`config.mk`:
```
export PLATFORM = sky130hd
export DESIGN_NAME = xcfc_parse
export DESIGN_NICKNAME = d
export VERILOG_FILES = /design/src/hdl/xcfc_pkg.sv /design/src/hdl/xcfc_parse.sv
export SDC_FILE = /design/constraint.sdc
export NUM_CORES = 1
export LEC_CHECK = 0
export ABC_AREA = 0
export BUFFER_PORTS_ARGS = -buffer_cell sky130_fd_sc_hd__buf_2
export CAP_MARGIN = 20
export CORE_MARGIN = 3
export CORE_UTILIZATION = 40
export CTS_BUF_LIST = sky130_fd_sc_hd__clkbuf_8
export DETAILED_ROUTE_END_ITERATION = 8
export GPL_TIMING_DRIVEN = 0
export PLACE_DENSITY = 0.66
export SYNTH_ARGS = -nofsm -noshare
export SYNTH_HDL_FRONTEND = slang
export SYNTH_SLANG_ARGS = --single-unit
```
`constraint.sdc`:
```
create_clock -name clk_i -period 8.8 [get_ports clk_i]
set_input_delay 1.76 -clock clk_i [delete_from_list [all_inputs] [get_ports clk_i]]
set_output_delay 1.76 -clock clk_i [all_outputs]
set_load 0.01 [all_outputs]
```
`src/hdl/xcfc_pkg.sv`:
```
// Shared types, codes and constants for the XOR-checked frame checker.
`default_nettype none

package xcfc_pkg;

  // Field widths
  localparam int unsigned ByteW   = 8;
  localparam int unsigned LenW    = 16;
  localparam int unsigned StatusW = 3;
  localparam int unsigned CfgIdxW = 8;
  localparam int unsigned CfgDataW = 16;

  // Result item packed into whole bytes
  localparam int unsigned ResW     = StatusW + ByteW + ByteW + LenW;
  localparam int unsigned ResBytesW = ((ResW + 7) / 8) * 8;

  // Frame constants
  localparam logic [ByteW-1:0] StartCode   = 8'hAA;
  localparam logic [ByteW-1:0] EndCode     = 8'h55;
  localparam logic [LenW-1:0]  MinLength   = 16'd13;
  localparam logic [ByteW-1:0] CmdText     = 8'd5;
  localparam logic [ByteW-1:0] CmdUpload   = 8'd6;
  localparam logic [LenW-1:0]  PosMsgId    = 16'd9;
  localparam logic [LenW-1:0]  PosCmdType  = 16'd10;
  localparam logic [LenW-1:0]  PosLenHigh  = 16'd1;
  localparam logic [LenW-1:0]  PosLenLow   = 16'd2;
  localparam logic [LenW-1:0]  PosPayload  = 16'd3;

  // Configuration reset values
  localparam logic [LenW-1:0] MaxLengthRst = 16'd276;
  localparam logic            CheckCmdRst  = 1'b1;

  // Configuration register indexes
  localparam logic [CfgIdxW-1:0] RegMaxLength = 8'd0;
  localparam logic [CfgIdxW-1:0] RegCheckCmd  = 8'd1;

  // Frame phase codes
  localparam logic [1:0] PhaseHunt  = 2'd0;
  localparam logic [1:0] PhaseFrame = 2'd1;

  // Status codes
  localparam logic [StatusW-1:0] StOk       = 3'd0;
  localparam logic [StatusW-1:0] StBadLen   = 3'd1;
  localparam logic [StatusW-1:0] StBadEnd   = 3'd2;
  localparam logic [StatusW-1:0] StBadSum   = 3'd3;
  localparam logic [StatusW-1:0] StBadCmd   = 3'd4;

  // Configuration values seen by the parser
  typedef struct packed {
    logic [LenW-1:0] max_length;
    logic            check_command_type;
  } cfg_t;

  // One result item
  typedef struct packed {
    logic [LenW-1:0]    frame_length;
    logic [ByteW-1:0]   command_type;
    logic [ByteW-1:0]   message_id;
    logic [StatusW-1:0] status;
  } res_t;

endpackage

`default_nettype wire

```
`src/hdl/xcfc_parse.sv`:
```
// Frame parser: position counter, running XOR, header capture and status.
`default_nettype none

module xcfc_parse (
  input  wire logic                       clk_i,
  input  wire logic                       rst_ni,
  input  wire logic                       step_i,
  input  wire logic [xcfc_pkg::ByteW-1:0] rx_byte_i,
  input       xcfc_pkg::cfg_t             cfg_i,
  output      logic                       res_valid_o,
  output      xcfc_pkg::res_t             res_o,
  output      logic                       in_frame_o
);
  import xcfc_pkg::*;

  logic [1:0]       phase_q, phase_d;
  logic [LenW-1:0]  pos_q, pos_d;
  logic [LenW-1:0]  len_q, len_d;
  logic [ByteW-1:0] xor_q, xor_d;
  logic             cm_q, cm_d;
  logic [ByteW-1:0] mid_q, mid_d;
  logic [ByteW-1:0] ct_q, ct_d;

  logic [LenW:0]    pos_plus2;
  logic [LenW-1:0]  len_low;
  logic             cmd_ok;

  assign pos_plus2 = {1'b0, pos_q} + {{LenW{1'b0}}, 1'b0} + (LenW+1)'(2);
  assign len_low   = {len_q[LenW-1:ByteW], rx_byte_i};
  assign cmd_ok    = !cfg_i.check_command_type || (ct_q == CmdText) ||
                     (ct_q == CmdUpload);

  // Work out next state and any result for the current byte
  always_comb begin
    phase_d     = phase_q;
    pos_d       = pos_q;
    len_d       = len_q;
    xor_d       = xor_q;
    cm_d        = cm_q;
    mid_d       = mid_q;
    ct_d        = ct_q;
    res_valid_o = 1'b0;
    res_o       = '{frame_length: len_q, command_type: ct_q,
                    message_id: mid_q, status: StOk};

    if (phase_q != PhaseFrame) begin
      // Hunt for the start code
      if (rx_byte_i == StartCode) begin
        phase_d = PhaseFrame;
        pos_d   = PosLenHigh;
        xor_d   = rx_byte_i;
        cm_d    = 1'b0;
        mid_d   = '0;
        ct_d    = '0;
        len_d   = '0;
      end
    end else if (pos_q == PosLenHigh) begin
      len_d = {rx_byte_i, {ByteW{1'b0}}};
      xor_d = xor_q ^ rx_byte_i;
      pos_d = PosLenLow;
    end else if (pos_q == PosLenLow) begin
      len_d = len_low;
      xor_d = xor_q ^ rx_byte_i;
      pos_d = PosPayload;
      // Reject a bad length at once and hunt again
      if ((len_low < MinLength) || (len_low > cfg_i.max_length)) begin
        res_valid_o = 1'b1;
        res_o       = '{frame_length: len_low, command_type: '0,
                        message_id: '0, status: StBadLen};
        phase_d     = PhaseHunt;
        pos_d       = '0;
        xor_d       = '0;
        cm_d        = 1'b0;
      end
    end else begin
      if (pos_q == PosMsgId)   mid_d = rx_byte_i;
      if (pos_q == PosCmdType) ct_d  = rx_byte_i;

      if (pos_plus2 < {1'b0, len_q}) begin
        xor_d = xor_q ^ rx_byte_i;
        pos_d = pos_q + LenW'(1);
      end else if (pos_plus2 == {1'b0, len_q}) begin
        // Checksum byte
        cm_d  = (rx_byte_i == xor_q);
        pos_d = pos_q + LenW'(1);
      end else begin
        // End code byte: report first failing check
        res_valid_o = 1'b1;
        if (rx_byte_i != EndCode)  res_o.status = StBadEnd;
        else if (!cm_q)            res_o.status = StBadSum;
        else if (!cmd_ok)          res_o.status = StBadCmd;
        else                       res_o.status = StOk;
        phase_d = PhaseHunt;
        pos_d   = '0;
        xor_d   = '0;
        cm_d    = 1'b0;
      end
    end
  end

  // Advance state on each processed byte
  always_ff @(posedge clk_i or negedge rst_ni) begin
    if (!rst_ni) begin
      phase_q <= PhaseHunt;
      pos_q   <= '0;
      len_q   <= '0;
      xor_q   <= '0;
      cm_q    <= 1'b0;
      mid_q   <= '0;
      ct_q    <= '0;
    end else if (step_i) begin
      phase_q <= phase_d;
      pos_q   <= pos_d;
      len_q   <= len_d;
      xor_q   <= xor_d;
      cm_q    <= cm_d;
      mid_q   <= mid_d;
      ct_q    <= ct_d;
    end
  end

  assign in_frame_o = (phase_q == PhaseFrame);

endmodule

`default_nettype wire

```
After elaboration in Yosys (flattened, before gate mapping)
Cells that the tools add are included.

Register bits: 59. Bits in latches: 0. Memory bits (writable): 0. Memory bits (read-only): 0. Bits of input ports: 28. Output and inout port bits: 37. Word-level logic and storage cells: 106. Memories kept: 0.

Add/sub/neg operators: 2. $mul: 0. Div/mod/pow operators: 0. Order comparisons: 3. Equal/unequal tests: 19. Shifts and indexed selects: 0. Mux-type cells: 57. Bitwise operators: 1. Reductions and logical operators: 16.

Operators by type and width (count): 2-to-1 mux 16 bit (9); 2-to-1 mux 8 bit (17); 2-to-1 mux 27 bit (3); equality test 16 x 4 -> 1 bit (second input constant) (2); 2-to-1 mux 24 bit (1); 2-to-1 mux 3 bit (6); adder 16 x 2 -> 17 bit (second input constant) (1); equality test 17 x 16 -> 1 bit (1); < comparator 17 x 16 -> 1 bit (1); adder 16 x 1 -> 16 bit (second input constant) (1); equality test 16 x 1 -> 1 bit (second input constant) (1); equality test 16 x 2 -> 1 bit (second input constant) (1); equality test 8 x 3 -> 1 bit (second input constant) (2); greater-than comparator 16 bit (1); < comparator 16 x 4 -> 1 bit (second input constant) (1); 2-to-1 mux 2 bit (8); AND reduction 5 bit (3); 2-to-1 mux 1 bit (13); AND reduction 3 bit (3); equality test 8 bit (1); equality test 8 bit (second input constant) (1); inequality test 8 x 7 -> 1 bit (second input constant) (1); XOR 8 bit (1); inequality test 3 bit (second input constant) (2); 11 further kinds (17).

Depth between registers and ports, before layout
Depth in word-level cells: 11. Mapped depth: 15. Mapped depth without buffers: 14.

Worst setup path before layout
OpenSTA, ideal clock, no wires.

Path type: input to output. Start: input cfg_i[15] (netlist name). End: output res_o[24] (netlist name). Arrival: 3709 ps. Required time: 7040 ps. Slack: 3331 ps. Stages: 11. Path buffers: 1. Cells stage by stage: inv_1 ha_1 nand4_1 or3_1 nor2_1 a2111oi_0 o21a_1 nor3_2 clkbuf_1 nand2_1 o21ai_0.

RTL lines: start, declared (RTL line xcfc_parse.sv:9) `input xcfc_pkg::cfg_t cfg_i,`; end, declared (RTL line xcfc_parse.sv:11) `output xcfc_pkg::res_t res_o,`.

==> impl_results.md <==
* Setup tns final at 0 ns
* CP Launch Type: primary input
* Inserted Diodes at 0
* Post-synth ARST share at 100%
* Crit-path cells: buf_2 > ha_1 > a21oi_1 > o21a_1 > o22ai_1 > a2111oi_0 > o21a_1 > nor3_2 > clkbuf_1 > o21ai_0 > buf_2
* Hold_buf cts at 0
* Slowest cell on the critical path: a2111oi_0
* Hold Crit Class: flip-flop to flip-flop
* Worst slew margin at 25.2%
* FF+latch count, synth at 58
* Number of global-route vias before repair at 3895
* Via/cell ratio at 5.49
* Layout Nets at 656
* Library cells used by synthesis at 58
* EDFF count, synth at 0
* Detailed Route Iter0 Violations at 232
* Syn Nets at 580
* Area grow syn2layout at 16.2%
* Tightest Pin Transition at 1.09 ns
* Post-Synthesis Cells at 516
* Post-Syn Area at 4330 µm²
* Max-cap violations at 0
* Min Hold Slack at 0.482 ns
* Clock Skews at 0.00971 ns
* Post-CTS resize count at 0
* Routed WL at 11900 µm
* Grt peak-use layer: met2
* Area of the die at 12100 µm²
* Top Ports at 65
* CP max FO at 10
* Crit end category: output pin
* Top FF cell, synth: dfrtp_1
* Setup WS pre-CTS at 2.35 ns
* Port bufs at 64
* Core footprint at 10400 µm²
* Initial antenna violation count at 0
* Die Wd at 110 µm
* Final HPWL DP at 9190 µm
* Status: finished clean
* Sequential area share after synthesis at 33.5%
* Post-layout min period at 6.56 ns
* H-Tree Depth at 3
* Num CTS Buffers at 9
* Routability congestion estimate at 0.848
* RSZ-0062 raised after global routing: false
* Power Density at 123 nW/µm²
* Largest stage delay, worst path at 0.93 ns
* GRT overflow at 0
* Met3 Use GR at 4.95%
* CTS max path bufs at 2
* Slack of the critical path at 2.24 ns
* Clock sink count at 58
* Initial core utilization at 41.6%
* Routed Antenna Nets at 0
* TritonRoute pass-1 iters at 5
* Hold Vio Cnt, Final at 0
* Worst path arrival time at 4.80 ns
* Clock transition at path regs at 0.07 ns
* Util after Layout at 48.3%
* DR WL/cell at 16.3 µm
* Vias at 4014
* Yosys warns at 0
* VDD IR max at 49.5 µV
* Final period util at 74.5%
* M1 GR Usage at 29.3%
* Final Slew Violations at 0
* Fmax at 0.152 GHz
* Largest net degree at the start of global routing at 41
* Rows at 37
* Drc violations at 0
* Met2 GRT Util at 32.5%
* Avg Inst Size Synth at 8.39 µm²
* First-pass GRT wire length at 19500 µm
* WP data required at 7.04 ns
* Die Ht at 110 µm
* Layout cells sized above 1 at 20.0%
* Crit Path Class: primary input to output pin
* Post-CTS Setup Bufs at 0
* Tot GR Track Use at 21.1%
* Worst skew pair latency at 0.35 ns
* Leakage at 2.41 nW
* CTS Root Cell: clkbuf_8
* Setup Viol. Count Final at 0
* CTS tree: done
cell type report:
type / instances / area, µm²
Fill cell: 1020 / 5380
Clock inverter: 3 / 40.0
Multi-Input combinational cell: 382 / 2550
Tap cell: 136 / 170
Clock buffer: 11 / 151
Timing Repair Buffer: 65 / 340
Sequential cell: 58 / 1450
Inverter: 46 / 173
Buffer: 30 / 160
worst max-delay path: cells and delay by family:
family | cells | cell delay (ns)
buf+inv | 3 | 0.58
simple gates | 1 | 0.08
fa+ha+maj | 1 | 0.34
compound gates | 6 | 2.04
cells in the mapped netlist, types with 2 or more instances:
cell / instances / area [µm²]
nand3b_1: 3 / 22.5
nand4_1: 9 / 56.3
a31oi_4: 2 / 42.5
o21a_1: 6 / 45.0
inv_1: 46 / 173
and2_1: 6 / 37.5
nor3b_1: 2 / 15.0
nor2b_1: 16 / 100
a31oi_1: 8 / 50.1
xnor2_1: 14 / 123
dfrtp_1: 58 / 1450
buf_4: 11 / 82.6
a22o_1: 4 / 35.0
nand2b_1: 6 / 37.5
o21ai_1: 2 / 10.0
a21o_1: 4 / 30.0
a21oi_1: 31 / 155
o21ai_0: 42 / 210
a32o_1: 3 / 30.0
o211ai_1: 3 / 22.5
nor4_1: 13 / 81.3
mux2_2: 9 / 101
clkbuf_1: 14 / 52.6
xor2_1: 7 / 61.3
and3_1: 4 / 25.0
o31ai_1: 5 / 37.5
nand3_1: 17 / 85.1
or3_1: 9 / 56.3
nor3_1: 10 / 50.1
buf_2: 4 / 20.0
nor2_1: 18 / 67.6
nand2_1: 69 / 259
ha_1: 36 / 450
through the flow:
step,area [µm²],std cells,power [W]
5_1_grt,5030,731,0.000653
2_1_floorplan,4330,516,0.000342
3_5_place_dp,4840,717,0.000377
3_3_place_gp,4820,716,0.000372
4_1_cts,5030,731,0.000627
6_report,5030,731,0.000618
power by group:
part | internal (W) | total (W) | switching, W
Sequential | 0.000273 | 0.000282 | 0.00000928
Clock | 0.000142 | 0.000246 | 0.000104
Combinational | 0.0000359 | 0.0000904 | 0.0000545
Total | 0.000451 | 0.000618 | 0.000168
path summary, 6_finish.rpt:
path | from | end | slack, ns | cells after the start
setup / recovery | rx_byte_i[7] | res_o[24] | 2.24 | 11
hold / removal | len_q[6] | len_q[6] | 0.48 | 2
setup reg to reg | pos_q[6] | xor_q[6] | 5.09 | 15
hold reg to reg | len_q[6] | len_q[6] | 0.48 | 2
max in group asynchronous | rst_ni | ct_q[5] | 6.85 | 2
min in group asynchronous | rst_ni | pos_q[8] | 1.37 | 1
flip-flops by register name, summed over array words and instances (netlist names):
| signal | count |
|---|---|
| cm_q | 1 |
| ct_q | 8 |
| xor_q | 8 |
| mid_q | 8 |
| pos_q | 16 |
| len_q | 16 |
| phase_q | 1 |
metal layers:
layer	up-vias	part of all wire, %
li1	1950	-
met3	18	7.4
met4	0	1.8
met2	153	45
met1	1893	46
met5	-	0
cells in the final DEF, fill, tap and decap left out, drive strengths merged, types with 2 or more instances in the layout:
cell type  instances
o31ai              5
o211ai             3
a21oi             31
nor4              14
nand2b             6
nor3b              2
xor2               7
a32o               3
a21o               4
and2               6
nand3             17
xnor2             14
nor2              19
nand2             69
buf               80
or3                9
o21ai             44
or2                2
a22o               4
nand3b             3
and3               5
nand4             10
clkinv             2
inv               46
o21a               6
nor3              11
ha                36
nor2b             16
a21boi             3
clkbuf            26
dfrtp             58
mux2              10
a31oi             10
cells by family after synthesis:
logic type / Yosys count / synth area share, %
flops: 58 / 33.5
xor+xnor: 21 / 4.25
buf+inv: 76 / 7.69
simple gates: 194 / 23.5
mux: 10 / 2.69
compound gates: 121 / 18.0
fa+ha+maj: 36 / 10.4
Note: power is estimated with default switching activity, not from simulation.
